### src/rtl/ldq_pkg.sv
`default_nettype none

package ldq_pkg;

	// Fixed field widths
	localparam int DATA_W    = 32;
	localparam int MODE_W    = 3;
	localparam int STAT_W    = 2;
	localparam int CAP_W     = 5;
	localparam int APB_W     = 32;
	localparam int PADDR_W   = 3;

	// Default store depth and capacity reset value
	localparam int DEPTH_DEF = 16;
	localparam logic [CAP_W-1:0] CAP_RESET = 5'd16;

	// Register word index, taken from paddr above the byte offset
	localparam logic [PADDR_W-3:0] REG_CAPACITY = '0;

	// Request opcodes
	typedef enum logic [MODE_W-1:0] {
		MODE_PUSH_REAR  = 3'd0,
		MODE_PUSH_FRONT = 3'd1,
		MODE_POP_FRONT  = 3'd2,
		MODE_POP_REAR   = 3'd3,
		MODE_LIST       = 3'd4
	} mode_t;

	// Result status codes
	typedef enum logic [STAT_W-1:0] {
		ST_OK           = 2'd0,
		ST_REAR_FULL    = 2'd1,
		ST_FRONT_NOROOM = 2'd2,
		ST_EMPTY        = 2'd3
	} status_t;

	// Controller to datapath
	typedef struct packed {
		logic  take;   // request transaction accepted this cycle
		logic  emit;   // result loaded into the output register this cycle
		logic  walk;   // listing entries after the first one
		mode_t op;     // operation in progress (incoming one while idle)
	} cmd_t;

	// Datapath to controller
	typedef struct packed {
		logic empty;      // queue holds no entries
		logic at_rear;    // current list entry is the rear entry
		logic slot_free;  // output register can take a result
	} sts_t;

endpackage

`default_nettype wire

### src/rtl/ldq_req_if.sv
`default_nettype none

interface ldq_req_if;
	logic                                valid;
	logic                                ready;
	logic        [ldq_pkg::MODE_W-1:0]   mode;
	logic signed [ldq_pkg::DATA_W-1:0]   push_value;

	modport source (output valid, output mode, output push_value, input ready);
	modport sink   (input valid, input mode, input push_value, output ready);
endinterface

`default_nettype wire

### src/rtl/ldq_rsp_if.sv
`default_nettype none

interface ldq_rsp_if;
	logic                                valid;
	logic                                ready;
	logic        [ldq_pkg::STAT_W-1:0]   status;
	logic signed [ldq_pkg::DATA_W-1:0]   data_value;
	logic                                last_of_run;

	modport source (output valid, output status, output data_value, output last_of_run,
		input ready);
	modport sink   (input valid, input status, input data_value, input last_of_run,
		output ready);
endinterface

`default_nettype wire

### src/rtl/linear_array_deque.sv
// Double-ended queue over a linear array of signed 32-bit words.
// req channel: one transaction per request (mode, push_value); modes are
// push rear, push front, pop front, pop rear and list. Undefined modes are
// accepted and dropped without a result.
// rsp channel: status, data_value and last_of_run; last_of_run marks the
// final result of a request. A list gives one result per entry, front to
// rear, or a single empty-status result on an empty queue.
// Flow: a request is taken while idle and its first result is loaded into
// the output register from the execute state, after the registered store
// read, once that register is free. A list makes one store read per entry.
// One request is in flight at a time.
// A new request may be accepted while the previous result still waits in
// the output register. When the receiver stalls, the controller holds
// its operation until the output register is free.
// Reset empties the queue and sets capacity_in_use to 16; store contents
// are left as they are. capacity_in_use (APB offset 0) is to be written by
// the user only while the block is idle; the block does not enforce this.
`default_nettype none

module linear_array_deque #(
	parameter int DEPTH = ldq_pkg::DEPTH_DEF
) (
	input  wire logic                          clk,
	input  wire logic                          arst_n,
	ldq_req_if.sink                            req,
	ldq_rsp_if.source                          rsp,
	input  wire logic                          psel,
	input  wire logic                          penable,
	input  wire logic                          pwrite,
	input  wire logic [ldq_pkg::PADDR_W-1:0]   paddr,
	input  wire logic [ldq_pkg::APB_W-1:0]     pwdata,
	output      logic [ldq_pkg::APB_W-1:0]     prdata,
	output      logic                          pready
);

	ldq_pkg::cmd_t cmd;
	ldq_pkg::sts_t sts;
	logic          ctl_ready;

	assign req.ready = ctl_ready;

	// Operation sequencing
	ldq_ctrl u_ctrl (
		.clk       (clk),
		.arst_n    (arst_n),
		.req_valid (req.valid),
		.req_mode  (req.mode),
		.req_ready (ctl_ready),
		.sts       (sts),
		.cmd       (cmd)
	);

	// Indices, entry store, output register and configuration
	ldq_datapath #(
		.DEPTH (DEPTH)
	) u_datapath (
		.clk        (clk),
		.arst_n     (arst_n),
		.cmd        (cmd),
		.sts        (sts),
		.push_value (req.push_value),
		.rsp        (rsp),
		.psel       (psel),
		.penable    (penable),
		.pwrite     (pwrite),
		.paddr      (paddr),
		.pwdata     (pwdata),
		.prdata     (prdata),
		.pready     (pready)
	);

endmodule

`default_nettype wire

### src/rtl/ldq_ram.sv
`default_nettype none

module ldq_ram #(
	parameter int WIDTH = ldq_pkg::DATA_W,
	parameter int DEPTH = ldq_pkg::DEPTH_DEF
) (
	input  wire logic                       clk,
	input  wire logic                       we,
	input  wire logic [$clog2(DEPTH)-1:0]   waddr,
	input  wire logic [WIDTH-1:0]           wdata,
	input  wire logic [$clog2(DEPTH)-1:0]   raddr,
	output      logic [WIDTH-1:0]           rdata
);

	logic [WIDTH-1:0] mem_q [DEPTH];

	// One write port, registered read port
	always_ff @(posedge clk) begin
		if (we) begin
			mem_q[waddr] <= wdata;
		end
		rdata <= mem_q[raddr];
	end

endmodule

`default_nettype wire

### src/rtl/ldq_ctrl.sv
`default_nettype none

module ldq_ctrl (
	input  wire logic                         clk,
	input  wire logic                         arst_n,
	input  wire logic                         req_valid,
	input  wire logic [ldq_pkg::MODE_W-1:0]   req_mode,
	output      logic                         req_ready,
	input  wire ldq_pkg::sts_t                sts,
	output      ldq_pkg::cmd_t                cmd
);

	typedef enum logic [2:0] {
		S_IDLE = 3'b001,
		S_EXEC = 3'b010,
		S_LIST = 3'b100
	} state_t;

	state_t         state_q, state_d;
	ldq_pkg::mode_t op_q;
	logic           legal;

	// Only the five defined opcodes start an operation; others are dropped
	always_comb begin
		unique case (req_mode) inside
			ldq_pkg::MODE_PUSH_REAR, ldq_pkg::MODE_PUSH_FRONT, ldq_pkg::MODE_POP_FRONT,
			ldq_pkg::MODE_POP_REAR, ldq_pkg::MODE_LIST: legal = 1'b1;
			default: legal = 1'b0;
		endcase
	end

	assign req_ready = (state_q == S_IDLE);

	// Commands to the datapath
	always_comb begin
		cmd.take = (state_q == S_IDLE) && req_valid;
		cmd.emit = (state_q != S_IDLE) && sts.slot_free;
		cmd.walk = (state_q == S_LIST);
		cmd.op   = (state_q == S_IDLE) ? ldq_pkg::mode_t'(req_mode) : op_q;
	end

	// Next state
	always_comb begin
		state_d = state_q;
		unique case (state_q)
			S_IDLE: begin
				if (req_valid && legal) begin
					state_d = S_EXEC;
				end
			end
			S_EXEC: begin
				if (sts.slot_free) begin
					if (op_q == ldq_pkg::MODE_LIST && !sts.empty && !sts.at_rear) begin
						state_d = S_LIST;
					end else begin
						state_d = S_IDLE;
					end
				end
			end
			S_LIST: begin
				if (sts.slot_free && sts.at_rear) begin
					state_d = S_IDLE;
				end
			end
			default: state_d = S_IDLE;
		endcase
	end

	always_ff @(posedge clk or negedge arst_n) begin
		if (!arst_n) begin
			state_q <= S_IDLE;
		end else begin
			state_q <= state_d;
		end
	end

	// Opcode held for the duration of the operation
	always_ff @(posedge clk) begin
		if (cmd.take) begin
			op_q <= ldq_pkg::mode_t'(req_mode);
		end
	end

endmodule

`default_nettype wire

### src/rtl/ldq_datapath.sv
`default_nettype none

module ldq_datapath #(
	parameter int DEPTH = ldq_pkg::DEPTH_DEF
) (
	input  wire logic                                clk,
	input  wire logic                                arst_n,
	input  wire ldq_pkg::cmd_t                       cmd,
	output      ldq_pkg::sts_t                       sts,
	input  wire logic signed [ldq_pkg::DATA_W-1:0]   push_value,
	ldq_rsp_if.source                                rsp,
	input  wire logic                                psel,
	input  wire logic                                penable,
	input  wire logic                                pwrite,
	input  wire logic [ldq_pkg::PADDR_W-1:0]         paddr,
	input  wire logic [ldq_pkg::APB_W-1:0]           pwdata,
	output      logic [ldq_pkg::APB_W-1:0]           prdata,
	output      logic                                pready
);

	localparam int IDX_W = $clog2(DEPTH);
	localparam int CW    = (ldq_pkg::CAP_W > IDX_W + 1) ? ldq_pkg::CAP_W : IDX_W + 1;

	logic [ldq_pkg::CAP_W-1:0]   cap_q;
	logic [IDX_W-1:0]            front_q, front_d;
	logic [IDX_W-1:0]            rear_q, rear_d;
	logic [IDX_W-1:0]            walk_q, walk_d;
	logic                        empty_q, empty_d;
	logic [ldq_pkg::DATA_W-1:0]  value_q;

	logic                        rsp_valid_q;
	ldq_pkg::status_t            rsp_status_q;
	logic [ldq_pkg::DATA_W-1:0]  rsp_data_q;
	logic                        rsp_last_q;

	ldq_pkg::status_t            res_status;
	logic [ldq_pkg::DATA_W-1:0]  res_data;
	logic                        res_last;

	logic                        we;
	logic [IDX_W-1:0]            waddr;
	logic [IDX_W-1:0]            raddr;
	logic [ldq_pkg::DATA_W-1:0]  rd_data;

	logic [CW-1:0]               cap_ext;
	logic [CW-1:0]               eff_cap;
	logic                        rear_full;
	logic                        at_rear;
	logic                        cfg_wr;

	// Configuration port
	assign pready = 1'b1;
	assign cfg_wr = psel && penable && pwrite &&
		(paddr[ldq_pkg::PADDR_W-1:2] == ldq_pkg::REG_CAPACITY);
	assign prdata = (paddr[ldq_pkg::PADDR_W-1:2] == ldq_pkg::REG_CAPACITY) ?
		{{(ldq_pkg::APB_W - ldq_pkg::CAP_W){1'b0}}, cap_q} : '0;

	always_ff @(posedge clk or negedge arst_n) begin
		if (!arst_n) begin
			cap_q <= ldq_pkg::CAP_RESET;
		end else if (cfg_wr) begin
			cap_q <= pwdata[ldq_pkg::CAP_W-1:0];
		end
	end

	// Capacity clamped to 1..DEPTH
	assign cap_ext = CW'(cap_q);
	always_comb begin
		if (cap_ext == '0) begin
			eff_cap = CW'(1);
		end else if (cap_ext > CW'(DEPTH)) begin
			eff_cap = CW'(DEPTH);
		end else begin
			eff_cap = cap_ext;
		end
	end
	assign rear_full = (CW'(rear_q) + CW'(1)) >= eff_cap;

	assign at_rear = cmd.walk ? (walk_q == rear_q) : (front_q == rear_q);

	assign sts.empty     = empty_q;
	assign sts.at_rear   = at_rear;
	assign sts.slot_free = !rsp_valid_q || rsp.ready;

	// Operation decode: next indices, store access and result
	always_comb begin
		front_d    = front_q;
		rear_d     = rear_q;
		empty_d    = empty_q;
		walk_d     = walk_q;
		we         = 1'b0;
		waddr      = front_q;
		raddr      = front_q;
		res_status = ldq_pkg::ST_OK;
		res_data   = '0;
		res_last   = 1'b1;
		if (cmd.walk) begin
			// Listing: present the next entry address once this one goes out
			res_data = rd_data;
			res_last = at_rear;
			walk_d   = walk_q + IDX_W'(1);
			raddr    = cmd.emit ? walk_q + IDX_W'(1) : walk_q;
		end else begin
			case (cmd.op)
				ldq_pkg::MODE_PUSH_REAR: begin
					if (empty_q) begin
						front_d = '0;
						rear_d  = '0;
						empty_d = 1'b0;
						we      = 1'b1;
						waddr   = '0;
					end else if (rear_full) begin
						res_status = ldq_pkg::ST_REAR_FULL;
					end else begin
						rear_d = rear_q + IDX_W'(1);
						we     = 1'b1;
						waddr  = rear_q + IDX_W'(1);
					end
				end
				ldq_pkg::MODE_PUSH_FRONT: begin
					if (empty_q || front_q == '0) begin
						res_status = ldq_pkg::ST_FRONT_NOROOM;
					end else begin
						front_d = front_q - IDX_W'(1);
						we      = 1'b1;
						waddr   = front_q - IDX_W'(1);
					end
				end
				ldq_pkg::MODE_POP_FRONT: begin
					if (empty_q) begin
						res_status = ldq_pkg::ST_EMPTY;
					end else begin
						res_data = rd_data;
						if (front_q >= rear_q) begin
							front_d = '0;
							rear_d  = '0;
							empty_d = 1'b1;
						end else begin
							front_d = front_q + IDX_W'(1);
						end
					end
				end
				ldq_pkg::MODE_POP_REAR: begin
					raddr = rear_q;
					if (empty_q) begin
						res_status = ldq_pkg::ST_EMPTY;
					end else begin
						res_data = rd_data;
						if (front_q >= rear_q) begin
							front_d = '0;
							rear_d  = '0;
							empty_d = 1'b1;
						end else begin
							rear_d = rear_q - IDX_W'(1);
						end
					end
				end
				ldq_pkg::MODE_LIST: begin
					raddr = cmd.emit ? front_q + IDX_W'(1) : front_q;
					if (empty_q) begin
						res_status = ldq_pkg::ST_EMPTY;
					end else begin
						res_data = rd_data;
						res_last = at_rear;
						walk_d   = front_q + IDX_W'(1);
					end
				end
				default: ;
			endcase
		end
	end

	// Queue control state, committed when the result is loaded
	always_ff @(posedge clk or negedge arst_n) begin
		if (!arst_n) begin
			front_q <= '0;
			rear_q  <= '0;
			empty_q <= 1'b1;
			walk_q  <= '0;
		end else if (cmd.emit) begin
			front_q <= front_d;
			rear_q  <= rear_d;
			empty_q <= empty_d;
			walk_q  <= walk_d;
		end
	end

	// Push value captured with the request transaction
	always_ff @(posedge clk) begin
		if (cmd.take) begin
			value_q <= push_value;
		end
	end

	// Entry store
	ldq_ram #(
		.WIDTH (ldq_pkg::DATA_W),
		.DEPTH (DEPTH)
	) u_store (
		.clk   (clk),
		.we    (we && cmd.emit),
		.waddr (waddr),
		.wdata (value_q),
		.raddr (raddr),
		.rdata (rd_data)
	);

	// Output register
	always_ff @(posedge clk or negedge arst_n) begin
		if (!arst_n) begin
			rsp_valid_q <= 1'b0;
		end else if (cmd.emit) begin
			rsp_valid_q <= 1'b1;
		end else if (rsp.ready) begin
			rsp_valid_q <= 1'b0;
		end
	end

	always_ff @(posedge clk) begin
		if (cmd.emit) begin
			rsp_status_q <= res_status;
			rsp_data_q   <= res_data;
			rsp_last_q   <= res_last;
		end
	end

	assign rsp.valid       = rsp_valid_q;
	assign rsp.status      = rsp_status_q;
	assign rsp.data_value  = rsp_data_q;
	assign rsp.last_of_run = rsp_last_q;

endmodule

`default_nettype wire

### src/flat_wrapper.sv
// flat-port wrapper written by rule: the top's interface ports become plain ports
module linear_array_deque_flat 
#(
	parameter int DEPTH = ldq_pkg::DEPTH_DEF
)
  (clk, arst_n, psel, penable, pwrite, paddr, pwdata, prdata, pready, req_valid, req_mode, req_push_value, req_ready, rsp_valid, rsp_status, rsp_data_value, rsp_last_of_run, rsp_ready);
  ldq_req_if req_i ();
  ldq_rsp_if rsp_i ();
  input  wire logic clk;
  input  wire logic arst_n;
  input  wire logic psel;
  input  wire logic penable;
  input  wire logic pwrite;
  input  wire logic [ldq_pkg::PADDR_W-1:0] paddr;
  input  wire logic [ldq_pkg::APB_W-1:0] pwdata;
  output      logic [ldq_pkg::APB_W-1:0] prdata;
  output      logic pready;
  input wire logic [$bits(req_i.valid)-1:0] req_valid;
  input wire logic [$bits(req_i.mode)-1:0] req_mode;
  input wire logic [$bits(req_i.push_value)-1:0] req_push_value;
  output wire logic [$bits(req_i.ready)-1:0] req_ready;
  output wire logic [$bits(rsp_i.valid)-1:0] rsp_valid;
  output wire logic [$bits(rsp_i.status)-1:0] rsp_status;
  output wire logic [$bits(rsp_i.data_value)-1:0] rsp_data_value;
  output wire logic [$bits(rsp_i.last_of_run)-1:0] rsp_last_of_run;
  input wire logic [$bits(rsp_i.ready)-1:0] rsp_ready;
  assign req_i.valid = req_valid;
  assign req_i.mode = req_mode;
  assign req_i.push_value = req_push_value;
  assign req_ready = req_i.ready;
  assign rsp_valid = rsp_i.valid;
  assign rsp_status = rsp_i.status;
  assign rsp_data_value = rsp_i.data_value;
  assign rsp_last_of_run = rsp_i.last_of_run;
  assign rsp_i.ready = rsp_ready;
  linear_array_deque #(.DEPTH(DEPTH)) u_core (.clk(clk), .arst_n(arst_n), .req(req_i), .rsp(rsp_i), .psel(psel), .penable(penable), .pwrite(pwrite), .paddr(paddr), .pwdata(pwdata), .prdata(prdata), .pready(pready));
endmodule
### config.mk
export PLATFORM = sky130hd
export DESIGN_NAME = linear_array_deque_flat
export DESIGN_NICKNAME = d
export VERILOG_FILES = /design/src/rtl/ldq_pkg.sv /design/src/rtl/ldq_req_if.sv /design/src/rtl/ldq_rsp_if.sv /design/src/rtl/linear_array_deque.sv /design/src/rtl/ldq_ram.sv /design/src/rtl/ldq_ctrl.sv /design/src/rtl/ldq_datapath.sv /design/src/flat_wrapper.sv
export SDC_FILE = /design/constraint.sdc
export NUM_CORES = 1
export LEC_CHECK = 0
export BUFFER_PORTS_ARGS = -buffer_cell sky130_fd_sc_hd__buf_2
export CAP_MARGIN = 30
export CORE_ASPECT_RATIO = 0.75
export CORE_MARGIN = 2
export CORE_UTILIZATION = 55
export CTS_BUF_LIST = sky130_fd_sc_hd__clkbuf_8
export DETAILED_ROUTE_END_ITERATION = 8
export HOLD_SLACK_MARGIN = 0.15
export PLACE_DENSITY = 0.73
export SETUP_SLACK_MARGIN = 0.5
export SYNTH_ARGS = -nofsm -noshare
export SYNTH_HDL_FRONTEND = slang
export SYNTH_HIERARCHICAL = 1
export SYNTH_SLANG_ARGS = --single-unit
### constraint.sdc
create_clock -name clk -period 7.44 [get_ports clk]
set_input_delay 0.372 -clock clk [delete_from_list [all_inputs] [get_ports clk]]
set_output_delay 0.372 -clock clk [all_outputs]
set_load 0.005 [all_outputs]
==> results of run 1 <==
## worst max-delay path: stages (launching register included)
cell and delay, ns:
sky130_fd_sc_hd__dfrtp_1 0.57, sky130_fd_sc_hd__ha_1 0.24, sky130_fd_sc_hd__xor2_1 0.35, sky130_fd_sc_hd__ha_1 0.31, sky130_fd_sc_hd__a21oi_1 0.14, sky130_fd_sc_hd__o21ai_1 0.13, sky130_fd_sc_hd__a221o_1 0.34, sky130_fd_sc_hd__nor4_1 0.47
sky130_fd_sc_hd__a221o_1 0.46, sky130_fd_sc_hd__nand2b_1 0.32, sky130_fd_sc_hd__nor2_4 0.81, sky130_fd_sc_hd__buf_4 0.42
## per-stage QoR
stage | instance area, sq um | setup WS [ns] | std cells
after CTS | 28000 | 2.41 | 2101
after global placement | 25800 | 2.58 | 1885
after detailed placement | 25800 | 2.32 | 1886
final | 28100 | 2.53 | 2103
after global routing | 28100 | 2.21 | 2103
after floorplan | 24700 | 1.85 | 1276
## worst paths after layout
kind | slack [ns] | end | cells after the start | startpoint
max reg2reg | 2.53 | u_core/u_datapath/u_store/mem_q[5][10]$_DFFE_PP_ | 11 | u_core/u_datapath/rear_q[0]$_DFFE_PN0P_
max | 2.53 | u_core/u_datapath/u_store/mem_q[5][10]$_DFFE_PP_ | 11 | u_core/u_datapath/rear_q[0]$_DFFE_PN0P_
max in group asynchronous | 6.79 | u_core/u_datapath/walk_q[3]$_DFFE_PN0P_ | 2 | arst_n
min reg2reg | 0.51 | u_core/u_datapath/rsp.data_value[4]$_DFFE_PP_ | 1 | u_core/u_datapath/u_store/rdata[4]$_DFF_P_
min in group clk | 0.26 | u_core/u_datapath/cap_ext[0]$_DFFE_PN0P_ | 3 | pwrite
min | 0.24 | u_core/u_ctrl/state_q[1]$_DFFE_PN0P_ | 2 | arst_n
## kinds of logic (layout without fill, tap and decap cells)
logic type / Yosys count / after routing / synth area share, %
xor+xnor: 11 / 11 / 0.391
flops: 636 / 636 / 75.8
mux: 143 / 143 / 12.4
other cells: 2 / 28 / 0.0305
compound gates: 133 / 133 / 3.93
buf+inv: 108 / 349 / 2.38
fa+ha+maj: 14 / 14 / 0.711
simple gates: 203 / 203 / 4.38
## power by group through the flow
stage,Combinational [mW],Sequential [mW],Clock (mW)
after detailed placement,3.21,4.77,0
final,3.22,4.70,2.69
after global routing,3.48,4.75,2.90
after CTS,3.24,4.70,2.75
after floorplan,2.38,4.68,0
after global placement,3.14,4.75,0
## layout make-up
class	instances	area [sq um]	share of cell area (%)
clock buffers	101	1390	4.95
clock inverters	71	413	1.47
inverters	16	60.1	0.214
multi-input cells	532	5640	20.1
flip-flops and latches	636	18700	66.5
well taps	586	733	2.61
repair buffers	161	1150	4.09
## state kept, by name (all words and copies together) (netlist names)
register                           cells
u_core/u_datapath/u_store/mem_q      512
u_core/u_datapath/u_store/rdata       32
u_core/u_datapath/rsp.status           2
u_core/u_datapath/front_q              4
u_core/u_datapath/empty_q              1
u_core/u_datapath/rsp.valid            1
u_core/u_ctrl/state_q                  3
u_core/u_datapath/cap_ext              5
u_core/u_ctrl/op_q                     3
u_core/u_datapath/rsp.last_of_run      1
u_core/u_datapath/rear_q               4
u_core/u_datapath/rsp.data_value      32
u_core/u_datapath/walk_q               4
u_core/u_datapath/value_q             32
## cell usage in the layout (no fill, tap or decap), drive strengths merged, types with 4 or more instances in the layout
cell         Yosys  final
mux2i            5      5
nor2            33     33
nor2b           46     46
edfxtp         582    582
xnor2            8      8
a221oi           4      4
inv             16     58
nand4            4      4
mux4           128    128
dfxtp           32     32
mux2            10     10
nand3           10     10
a221o            5      5
o21ai           18     18
a22oi           64     64
a21oi           16     16
dfrtp           19     19
nand2           56     56
conb             2     28
o22ai            5      5
nand2b           8      8
clkinv           0     24
nor3b            5      5
clkbuf          29    101
ha              14     14
nor3            12     12
buf             63    118
bufinv           0      4
dlygate4sd3      0     43
and2             5      5
## routing by layer
metal	GRT usage, %	wire length (um)	vias to the layer above
met5	0	0	-
met4	6.71	1050	0
met3	4.68	3870	83
met2	34.2	24300	541
met1	32.3	21200	6406
li1	-	-	5383
## what timing repair did
item                       4_1_cts  5_1_grt
resized for setup                0        0
hold endpoints to repair        65        0
setup endpoints to repair        0        0
hold buffers                    43        0
==> summary by stage, run 1 <==
Global route
The overall fraction of global-route tracks in use is 22.2%. After global routing the overflow that remains totals 0. The initial antenna violation count is 0. The via count of the first global-routing pass came to 12400.

The first global-routing pass estimated 75300 um of wire. The largest net degree at the start of global routing is 129.

Worst setup path
The worst setup path is captured at a flop. By startpoint and endpoint, the worst setup path is classified as reg -> reg. Along the worst path, the maximum fanout reaches 21.

The required time at the worst-slack endpoint is 7.76 ns. The signal arrival time at the worst endpoint is 5.24 ns. The kind of launch point of the worst setup path is a flop.

Power and ir drop
Combinational cells account for 30.3% of the total power. The share of total power in the clock network is 25.3%. In this run the static leakage power is 9.34 nW.

For this design the ratio of total power to cell area is 378 nW/um^2. Per report_power, the sequential group accounts for 44.3% of the total. In this run the power spent charging and discharging nets is 3.33 mW. Power comes to 10.6 mW.

In this run switching power makes up 31.4% of total power. The worst voltage drop across the vdd grid is 0.000363 V. Internal power comes to 7.29 mW.

Placed design
The post-DP HPWL is 25700 um. The final estimated routing congestion in global placement is 0.835. The number of port buffers is 89.

Yosys
The synthesized design devotes to its leading area cell type 70.9% of total area. The top flip-flop cell by instance count after synthesis is sky130_fd_sc_hd__edfxtp_1. The cell count after synthesis is 1250.

The number of synthesis warnings is 6. The biggest area consumer among synthesized cells is sky130_fd_sc_hd__edfxtp_1. The combined area of all synthesized cells is 24600 sq um.

The fraction of registers with async set/reset is 3.46%. The number of register bits inferred by synthesis is 636. In this run, distinct cell masters in the synthesized netlist total 68.

The sequential fraction of the synthesis area is 75.8%. The commonest cells after synthesis are 582 x sky130_fd_sc_hd__edfxtp_1, 128 x sky130_fd_sc_hd__mux4_2, 64 x sky130_fd_sc_hd__a22oi_1. The mean instance size in the synthesized netlist is 19.7 sq um. By area the synthesized netlist is led by sky130_fd_sc_hd__edfxtp_1 71%, sky130_fd_sc_hd__mux4_2 12%, sky130_fd_sc_hd__dfxtp_1 2.6%. The dominant cell by count in the synthesized netlist is sky130_fd_sc_hd__edfxtp_1. The number of enable flip-flop cells after synthesis is 582.

STA
Static timing analysis puts the maximum clock frequency at 203 MHz. Headroom to the max-slew limit came out at 31.0%. Setup repair after global routing left no endpoint under its margin. The number of pins exceeding their max-slew limit in the final report is 0. The clock period could shrink to 4.91 ns. Across the routed clock network, the largest skew measured is 0.0349 ns. The period utilization is 66.1%. At the pin with the least slew margin, the transition time is 1.04 ns. The smallest hold slack is 0.236 ns.

The number of endpoints failing setup at the final stage is 0. The final-report hold violation count is 0. The final sum of negative setup slack is 0 ns.

Clocking
The TritonCTS clock tree is built. Clock-pin slew was measured on the worst setup and hold paths at 0.06 ns. The clock tree synthesis step divided the H-tree into 3 levels. The number of clock sinks seen by CTS is 636.

At the later pin of the worst-skew pair, clock insertion delay measures 0.67 ns. In this run the deepest clock path goes through 3 buffers. The root buffer cell is sky130_fd_sc_hd__clkbuf_8. Buffers inserted during clock tree synthesis total 92. The post-CTS setup repair buffer count is 0.

Routing
Summed over all layers, the routed wires come to 50500 um. The first TritonRoute pass finished after 6 iterations. The remaining number of nets flagged by the antenna check after routing is 0. The DRC violations left is 0. In the routed layout, each cell is associated on average with a via count of 5.90. Dividing the detail-routed wire length by the instance count gives 24.0 um.

For this block, the via count after detailed routing is 12400. For this block, the initial DRC count from the detailed router was 1333.

Outcome
The run finished with clean final reports.

Min path
The classification of the worst-slack hold path is in -> async.

Final layout
The filler cells instantiated in the layout total 3036. The count of antenna diodes in the layout is 0. The post-route netlist has 27.6% of its cells at a drive strength greater than 1. The layout overhead on the synthesized area is 13.9%.

For this run, the share of the core covered by cells in the final layout is 63.2%. The final layout contains 1530 nets.

Floorplanning
The core region is 44400 sq um. The total I/O pin count is 147. The initial core utilization is 55.4%. Row generation in the floorplan step produced 67 rows. The die covers 46500 sq um. The die height is 187 um.

The horizontal die dimension is 248 um.

Flow run
The count of max-cap constraint violations is 0.
Power figures use the tool's default switching activity.
==> run 2: changes to the inputs <==
==> constraint.sdc (replaced) <==
create_clock -name clk -period 4.83 [get_ports clk]
set_input_delay 0.2415 -clock clk [delete_from_list [all_inputs] [get_ports clk]]
set_output_delay 0.2415 -clock clk [all_outputs]
set_load 0.005 [all_outputs]
==> summary by stage, run 2 (synthesis gave the netlist of run 1 again) <==
Power and ir drop
Across the VDD grid, the largest voltage drop is 0.000506 V. The analysis attributes to cell leakage a power of 9.53 nW. The power density over the cells is 579 nW/um^2. The post-route total power is 16.5 mW.

Worst setup path
The top fanout value on the critical path is 19. The critical path class is reg -> reg. The critical path goes through nor3b_4 > mux2_2 > nor2_1 > nand2_1 > or2_1 > a221o_1 > or3b_2 > nor2_4 > buf_4. The required time at the worst-slack endpoint is 5.14 ns. The critical path's top delay family is simple AND/OR/NAND/NOR gates.

Counting both buffers and inverters, the worst setup path holds a total of 1. The largest single stage delay on the critical path is 0.63 ns. STA classifies the critical path startpoint as a flop. For this design, the slowest cell found on the critical path is sky130_fd_sc_hd__or3b_2. The signal arrival time at the worst endpoint is 4.54 ns. STA classifies the critical path endpoint as a flop.

Global route
The first-pass GRT wire length is 77800 um. Global routing used 22.9% of the available tracks. The final global-route overflow total is 0. The via count of the first global-routing pass is 12800. The largest net degree at the start of global routing is 40. The initial antenna violation count is 0.

Final layout
The register with the most flip-flops in the layout has 512 of them. The repair_antennas step left the layout with diodes totalling 0. Leaving out fill and tap cells, the most frequent cells in the layout are 582 x sky130_fd_sc_hd__edfxtp_1, 128 x sky130_fd_sc_hd__mux4_2, 104 x sky130_fd_sc_hd__clkbuf_8. The number of nets in the finished design is 1567. Counting flops per register, the top entry is u_core/u_datapath/u_store/mem_q. The filler cells instantiated in the layout total 2994.

In the final layout, the share of cells above drive strength 1 is 28.6%. The layout overhead on the synthesized area is 15.5%. The commonest non-fill, non-tap cell in the layout is sky130_fd_sc_hd__edfxtp_1.

Clocking
The worst-skew pair later-pin latency is 0.68 ns. TritonCTS built the clock tree. The total number of H-tree levels is 3. For this design, the sink count on the clock tree is 636. After clock tree synthesis, the clock-pin slew on the worst setup and hold paths is 0.06 ns. CTS placed an instance of sky130_fd_sc_hd__clkbuf_8 at the clock tree root.

No sink is reached through more buffers than the 3 on the longest clock path. Buffers inserted during clock tree synthesis total 95.

STA
Timing would allow up to 237 MHz. The number of pins exceeding their max-slew limit in the final report is 0. Across all hold checks on the routed design, the worst slack comes to 0.270 ns.

The worst slew margin relative to its limit is 51.1%. For the pin with the worst max-slew slack, the measured transition is 0.732 ns. The post-layout minimum cycle time is 4.23 ns. The final sum of negative setup slack is 0 ns. The final-report hold violation count is 0. The setup clock skew after layout is 0.0265 ns.

After layout, the worst path uses 87.5% of the clock period. Setup repair after global routing could not meet its margin everywhere. The number of endpoints failing setup at the final stage is 0.

Floorplanning
The core footprint is 44400 sq um. Measured along the x axis, the die boundary spans 248 um. The standard-cell row count is 67. The die height is 187 um. The total I/O pin count is 147. The initial core utilization is 55.4%. The die covers 46500 sq um.

Routing
The overall routed net length is 51400 um. For this block, the via count after detailed routing is 12700. The remaining number of nets flagged by the antenna check after routing is 0.

In the routed design, unresolved DRC markers number 0. The ratio of routed vias to standard cells is 5.92. The number of DRC markers after the initial detailed-route iteration is 1338. Dividing the detail-routed wire length by the instance count gives 24.0 um. Before antenna repair, the detailed router went through 8 iterations.

Placed design
The final estimated routing congestion in global placement is 0.873. The count of buffers added on input and output ports is 89. Detailed placement ended at an HPWL of 28700 um.

Outcome
The run finished with clean final reports.

Flow run
Max-cap violations in this run came to 0.

Min path
The tightest min-delay check is of the in -> reg type.
-- run 2: worst reg2reg max path: stages, from the launching register on --
cell and delay [ns]:
sky130_fd_sc_hd__dfstp_2 0.59, sky130_fd_sc_hd__nor3b_4 0.35, sky130_fd_sc_hd__mux2_2 0.52, sky130_fd_sc_hd__nor2_1 0.34, sky130_fd_sc_hd__nand2_1 0.18, sky130_fd_sc_hd__or2_1 0.30
sky130_fd_sc_hd__a221o_1 0.42, sky130_fd_sc_hd__or3b_2 0.63, sky130_fd_sc_hd__nor2_4 0.14, sky130_fd_sc_hd__buf_4 0.38
-- run 2: per-layer routing --
layer / wire (um) / GRT usage (%) / up-vias
met2: 24800 / 35.2 / 589
met3: 3870 / 3.89 / 73
met1: 22000 / 34.5 / 6544
li1: - / - / 5482
met4: 838 / 6.25 / 0
met5: 0 / 0 / -
-- run 2: area by class of cell --
| class | count | area (sq um) | area share (%) |
|---|---|---|---|
| Sequential cell | 636 | 18700 | 65.6 |
| Multi-Input combinational cell | 532 | 5680 | 20.0 |
| Timing Repair Buffer | 195 | 1540 | 5.40 |
| Clock buffer | 104 | 1430 | 5.03 |
| Tap cell | 586 | 733 | 2.58 |
| Clock inverter | 73 | 340 | 1.20 |
| Inverter | 16 | 60.1 | 0.211 |
-- run 2: final timing paths --
check,slack [ns],end,cells past startpoint,startpoint
worst max-delay path,0.60,u_core/u_datapath/u_store/mem_q[3][17]$_DFFE_PP_,9,u_core/u_ctrl/state_q[0]$_DFFE_PN1P_
min in group asynchronous,0.68,u_core/u_ctrl/state_q[0]$_DFFE_PN1P_,3,arst_n
worst min register to register,0.52,u_core/u_datapath/rsp.data_value[1]$_DFFE_PP_,1,u_core/u_datapath/u_store/rdata[1]$_DFF_P_
worst max register to register,0.60,u_core/u_datapath/u_store/mem_q[3][17]$_DFFE_PP_,9,u_core/u_ctrl/state_q[0]$_DFFE_PN1P_
max in group asynchronous,3.09,u_core/u_datapath/front_q[2]$_DFFE_PN0P_,5,arst_n
worst min-delay path,0.27,u_core/u_datapath/value_q[26]$_DFFE_PP_,2,req_push_value[26]
-- run 2: power breakdown --
| group | leakage [nW] | internal, mW | switching [mW] | total (mW) |
|---|---|---|---|---|
| logic | 2.64 | 2.37 | 2.83 | 5.20 |
| registers | 5.82 | 6.83 | 0.417 | 7.25 |
| clock network | 1.07 | 2.04 | 2.00 | 4.03 |
-- run 2: per-stage QoR --
stage / instances / worst slack [ns] / util, % / cell area, sq um
after floorplan: 1276 / 0.110 / - / 24800
after global routing: 2142 / 0.489 / 64.1 / 28500
after detailed placement: 1912 / 0.451 / 58.8 / 26100
after CTS: 2140 / 0.540 / 63.9 / 28400
after global placement: 1912 / 0.570 / 58.8 / 26100
final: 2142 / 0.602 / 64.1 / 28500
-- run 2: timing repair --
action,CTS,global route
pin swaps,0,1
endpoints found under the setup margin,118,303
buffers inserted,0,1
hold buffers,51,0
resized for setup,2,4
hold endpoints to repair,66,0
==> run 3: changes to the inputs <==
--- a/config.mk
+++ b/config.mk
@@ -5,6 +5,7 @@
 export SDC_FILE = /design/constraint.sdc
 export NUM_CORES = 1
 export LEC_CHECK = 0
+export ABC_AREA = 1
 export BUFFER_PORTS_ARGS = -buffer_cell sky130_fd_sc_hd__buf_2
 export CAP_MARGIN = 30
 export CORE_ASPECT_RATIO = 0.75
==> summary by stage, run 3 <==
Placed design
The congestion estimate from routability-driven global placement came to 0.860. Buffers placed on the I/O ports in this run total 89. Summed over all nets, the half-perimeter wirelength after detailed placement is 34900 um.

Floorplanning
The core region is 49800 sq um. Once the floorplan was initialized, standard cells occupied 55.4% of the core. Measured along the x axis, the die boundary spans 263 um. In this run the vertical extent of the chip is 198 um.

The floorplan has 71 rows. The die covers 52000 sq um. In this run the count of I/O pins placed on the die edge is 147.

STA
For this run, the top clock speed supported by timing is 245 MHz. For the pin with the worst max-slew slack, the measured transition is 0.930 ns. The number of endpoints failing setup at the final stage is 0. Setup repair after global routing left no endpoint under its margin. In this run the tightest slew margin relative to its limit is 38.0%. The worst path needs 4.08 ns of the cycle, external delays included. Of the available clock period, the critical path in the final layout requires 84.4%. The number of pins exceeding their max-slew limit in the final report is 0.

The final sum of negative setup slack is 0 ns. The final-report hold violation count was 0. The setup clock skew after layout is 0.0285 ns.

Global route
Summed over all layers, the global routing overflow is 0. Entering global routing, the biggest net connects 175 pins. The first-pass GRT wire length is 98400 um. The via count of the first global-routing pass is 18200. Global routing consumed, over all layers together, 24.6% of the routing resources. The initial antenna violation count is 0.

Clocking
The number of hold buffers added after CTS was 56. Counting every sink on the clock net gives 636. CTS placed an instance of sky130_fd_sc_hd__clkbuf_8 at the clock tree root. For the worst-skew pair, the clock arrives at the later sink with an insertion delay of 0.69 ns. The clock transition at the registers of the reported paths is 0.06 ns. After clock tree synthesis, the repair step resized 0 gates. The number of buffers inserted during clock tree synthesis is 94. CTS built an H-tree with a depth of 3.

The post-CTS setup repair buffer count is 0. TritonCTS built the clock tree. The buffer levels on the longest clock path is 3.

Final layout
The share of cells above drive strength 1 is 10.6%. The post-layout utilization of the core is 62.0%. The largest register by flop count is u_core/u_datapath/u_store/mem_q. The register with the most flip-flops in the layout has 512 of them. The count of antenna diodes in the layout is 0. The top cell types in the final layout, fill and taps aside, are 794 x sky130_fd_sc_hd__nand2_1, 582 x sky130_fd_sc_hd__edfxtp_1, 499 x sky130_fd_sc_hd__inv_1. In the final design database the tool counted 2913 nets. The number of filler instances in the final layout is 3888.

Compared with the post-synthesis result, the final layout area differs by 12.0%. The library cell used most frequently in the layout, excluding fill and tap cells, is sky130_fd_sc_hd__nand2_1.

Yosys
The commonest cells after synthesis are 798 x sky130_fd_sc_hd__nand2_1, 582 x sky130_fd_sc_hd__edfxtp_1, 464 x sky130_fd_sc_hd__inv_1. For this run, asynchronously set or reset flops after synthesis account for 3.46%. Counting flops and latches in the post-synthesis netlist gives 636.

The sequential fraction of the synthesis area is 67.7%. The area share of the largest cell type after synthesis is 63.3%. A synthesized cell averages 10.4 sq um. The mapped netlist covers 27600 sq um. In this run, synthesis inferred 582 flip-flops with an integrated enable.

The most common cell in the synthesized netlist is sky130_fd_sc_hd__nand2_1. The unique cell type count in the Yosys netlist is 37. For this run, the leading register cell type out of synthesis is sky130_fd_sc_hd__edfxtp_1. sky130_fd_sc_hd__edfxtp_1 takes more of the synthesized area than any other cell. By area the synthesized netlist is led by sky130_fd_sc_hd__edfxtp_1 63%, sky130_fd_sc_hd__nand2_1 11%, sky130_fd_sc_hd__nand3_1 7.5%.

The cell count after synthesis is 2659. During synthesis, Yosys emitted a total of 6 warnings.

Min path
The tightest min-delay check is of the in -> reg type.

Routing
The mean routed wirelength per cell is 17.8 um. In the routed design, unresolved DRC markers number 0. Dividing the detail-routed via count by the number of cells gives 5.23. The overall routed net length is 63300 um. The number of iterations in the first detailed-routing pass is 6.

The count of nets left with antenna violations once routing finished came out at 0. The number of DRC markers after the initial detailed-route iteration is 1991. For this block, the via count after detailed routing is 18600.

Flow run
The count of max-cap constraint violations is 0.

Worst setup path
Of all nets on the critical path, the largest fanout is 19. On the critical path, the stage with the largest delay is an instance of sky130_fd_sc_hd__nor2_4. For this run, the slowest stage of the critical path takes 0.68 ns. The cell that appears most often on the critical path is sky130_fd_sc_hd__nand2_1. The kind of launch point of the worst setup path is a flop. STA classifies the critical path endpoint as a flop. Across all register-to-register paths, the minimum setup slack is 0.75 ns. Walking the worst path, the cells encountered are ha_1 > xor2_1 > ha_1 > nand2_1 > nand2_1 > nand2_1 > nand3_1 > nand2_1 > nand3_1 > a21oi_1 > nand3b_1 > nor2_4 > buf_12.

STA puts the critical path data arrival time at 4.45 ns. The critical path class is reg -> reg. The required time at the worst-slack endpoint is 5.20 ns.

Power and ir drop
VDD sags by at most 0.000422 V. The static leakage is 13.5 nW. The power density over the cells is 521 nW/um^2.

Outcome
The run finished with clean final reports.
-- run 3: cell count changes in the layout (fill, tap and decap cells not counted), sizes merged, moves of 8 or more --
| cell | previous run | this run |
|---|---|---|
| a22oi | 64 | 0 |
| nor2b | 46 | 0 |
| nor3 | 12 | 2 |
| nand2b | 8 | 0 |
| buf | 144 | 128 |
| nor2 | 33 | 92 |
| mux4 | 128 | 0 |
| nand2 | 56 | 804 |
| nand3 | 10 | 417 |
| mux2 | 10 | 0 |
| inv | 66 | 519 |
-- run 3: logic make-up after synthesis --
group / Yosys count / share of synthesized area, %
compound gates: 53 / 1.07
xor+xnor: 9 / 0.286
fa+ha+maj: 14 / 0.635
buf+inv: 623 / 10.1
flops: 636 / 67.7
other cells: 2 / 0.0272
simple gates: 1322 / 20.2
-- run 3: metrics by stage --
step	instances	instance area [sq um]	setup WS [ns]	power [mW]	hold slack [ns]
2_1_floorplan	2685	27700	0.912	10.9	-0.0541
3_3_place_gp	3326	28600	0.916	12.0	0.238
3_5_place_dp	3326	28600	0.831	12.1	0.250
4_1_cts	3549	30900	0.806	16.2	0.212
5_1_grt	3550	30900	0.522	17.1	0.227
6_report	3550	30900	0.755	16.1	0.263
-- run 3: worst max-delay path: cells and delay by family, from the launching register on --
| family | cells | cell delay, ns |
|---|---|---|
| AOI/OAI and AO/OA | 1 | 0.32 |
| xor gates and xnor gates | 1 | 0.32 |
| adders and majority gates | 2 | 0.59 |
| buffers and inverters | 1 | 0.29 |
| DFF | 1 | 0.50 |
| and+or+nand+nor | 8 | 1.73 |
-- run 3: area by class of cell --
class,count,area [sq um],area share [%]
multi-input combinational,1426,6380,20.6
inverter,480,1810,5.86
clock inverter,62,262,0.846
sequential,636,18700,60.4
timing repair buffer,184,1530,4.94
clock buffer,105,1450,4.67
tap,657,822,2.66
-- run 3: routing by layer --
metal,vias up,wire length [um],track usage [%]
met2,763,29600,40.3
met3,146,5170,4.84
li1,8840,-,-
met4,0,1720,8.41
met1,8805,26900,33.2
met5,-,0,0
-- run 3: final timing paths --
kind                                                             startpoint                                           endpoint  cells past startpoint
worst min register to register  u_core/u_datapath/u_store/rdata[15]$_DFF_P_     u_core/u_datapath/rsp.data_value[15]$_DFFE_PP_                      2
max in group asynchronous                                            arst_n            u_core/u_datapath/walk_q[0]$_DFFE_PN0P_                      5
worst max register to register      u_core/u_datapath/rear_q[0]$_DFFE_PN0P_  u_core/u_datapath/u_store/mem_q[11][14]$_DFFE_PP_                     13
min in group asynchronous                                            arst_n              u_core/u_datapath/empty_q$_DFFE_PN1P_                      3
worst max-delay path                u_core/u_datapath/rear_q[0]$_DFFE_PN0P_  u_core/u_datapath/u_store/mem_q[11][14]$_DFFE_PP_                     13
worst min-delay path                                      req_push_value[1]             u_core/u_datapath/value_q[1]$_DFFE_PP_                      2
-- run 3: report_power, final --
group          switching (mW)  leakage, nW  total [mW]  internal (mW)
Clock                    2.02         1.02        4.01           1.99
Sequential              0.389         5.82        7.23           6.84
Combinational            3.43         6.66        4.89           1.45
Total                    5.84         13.5        16.1           10.3
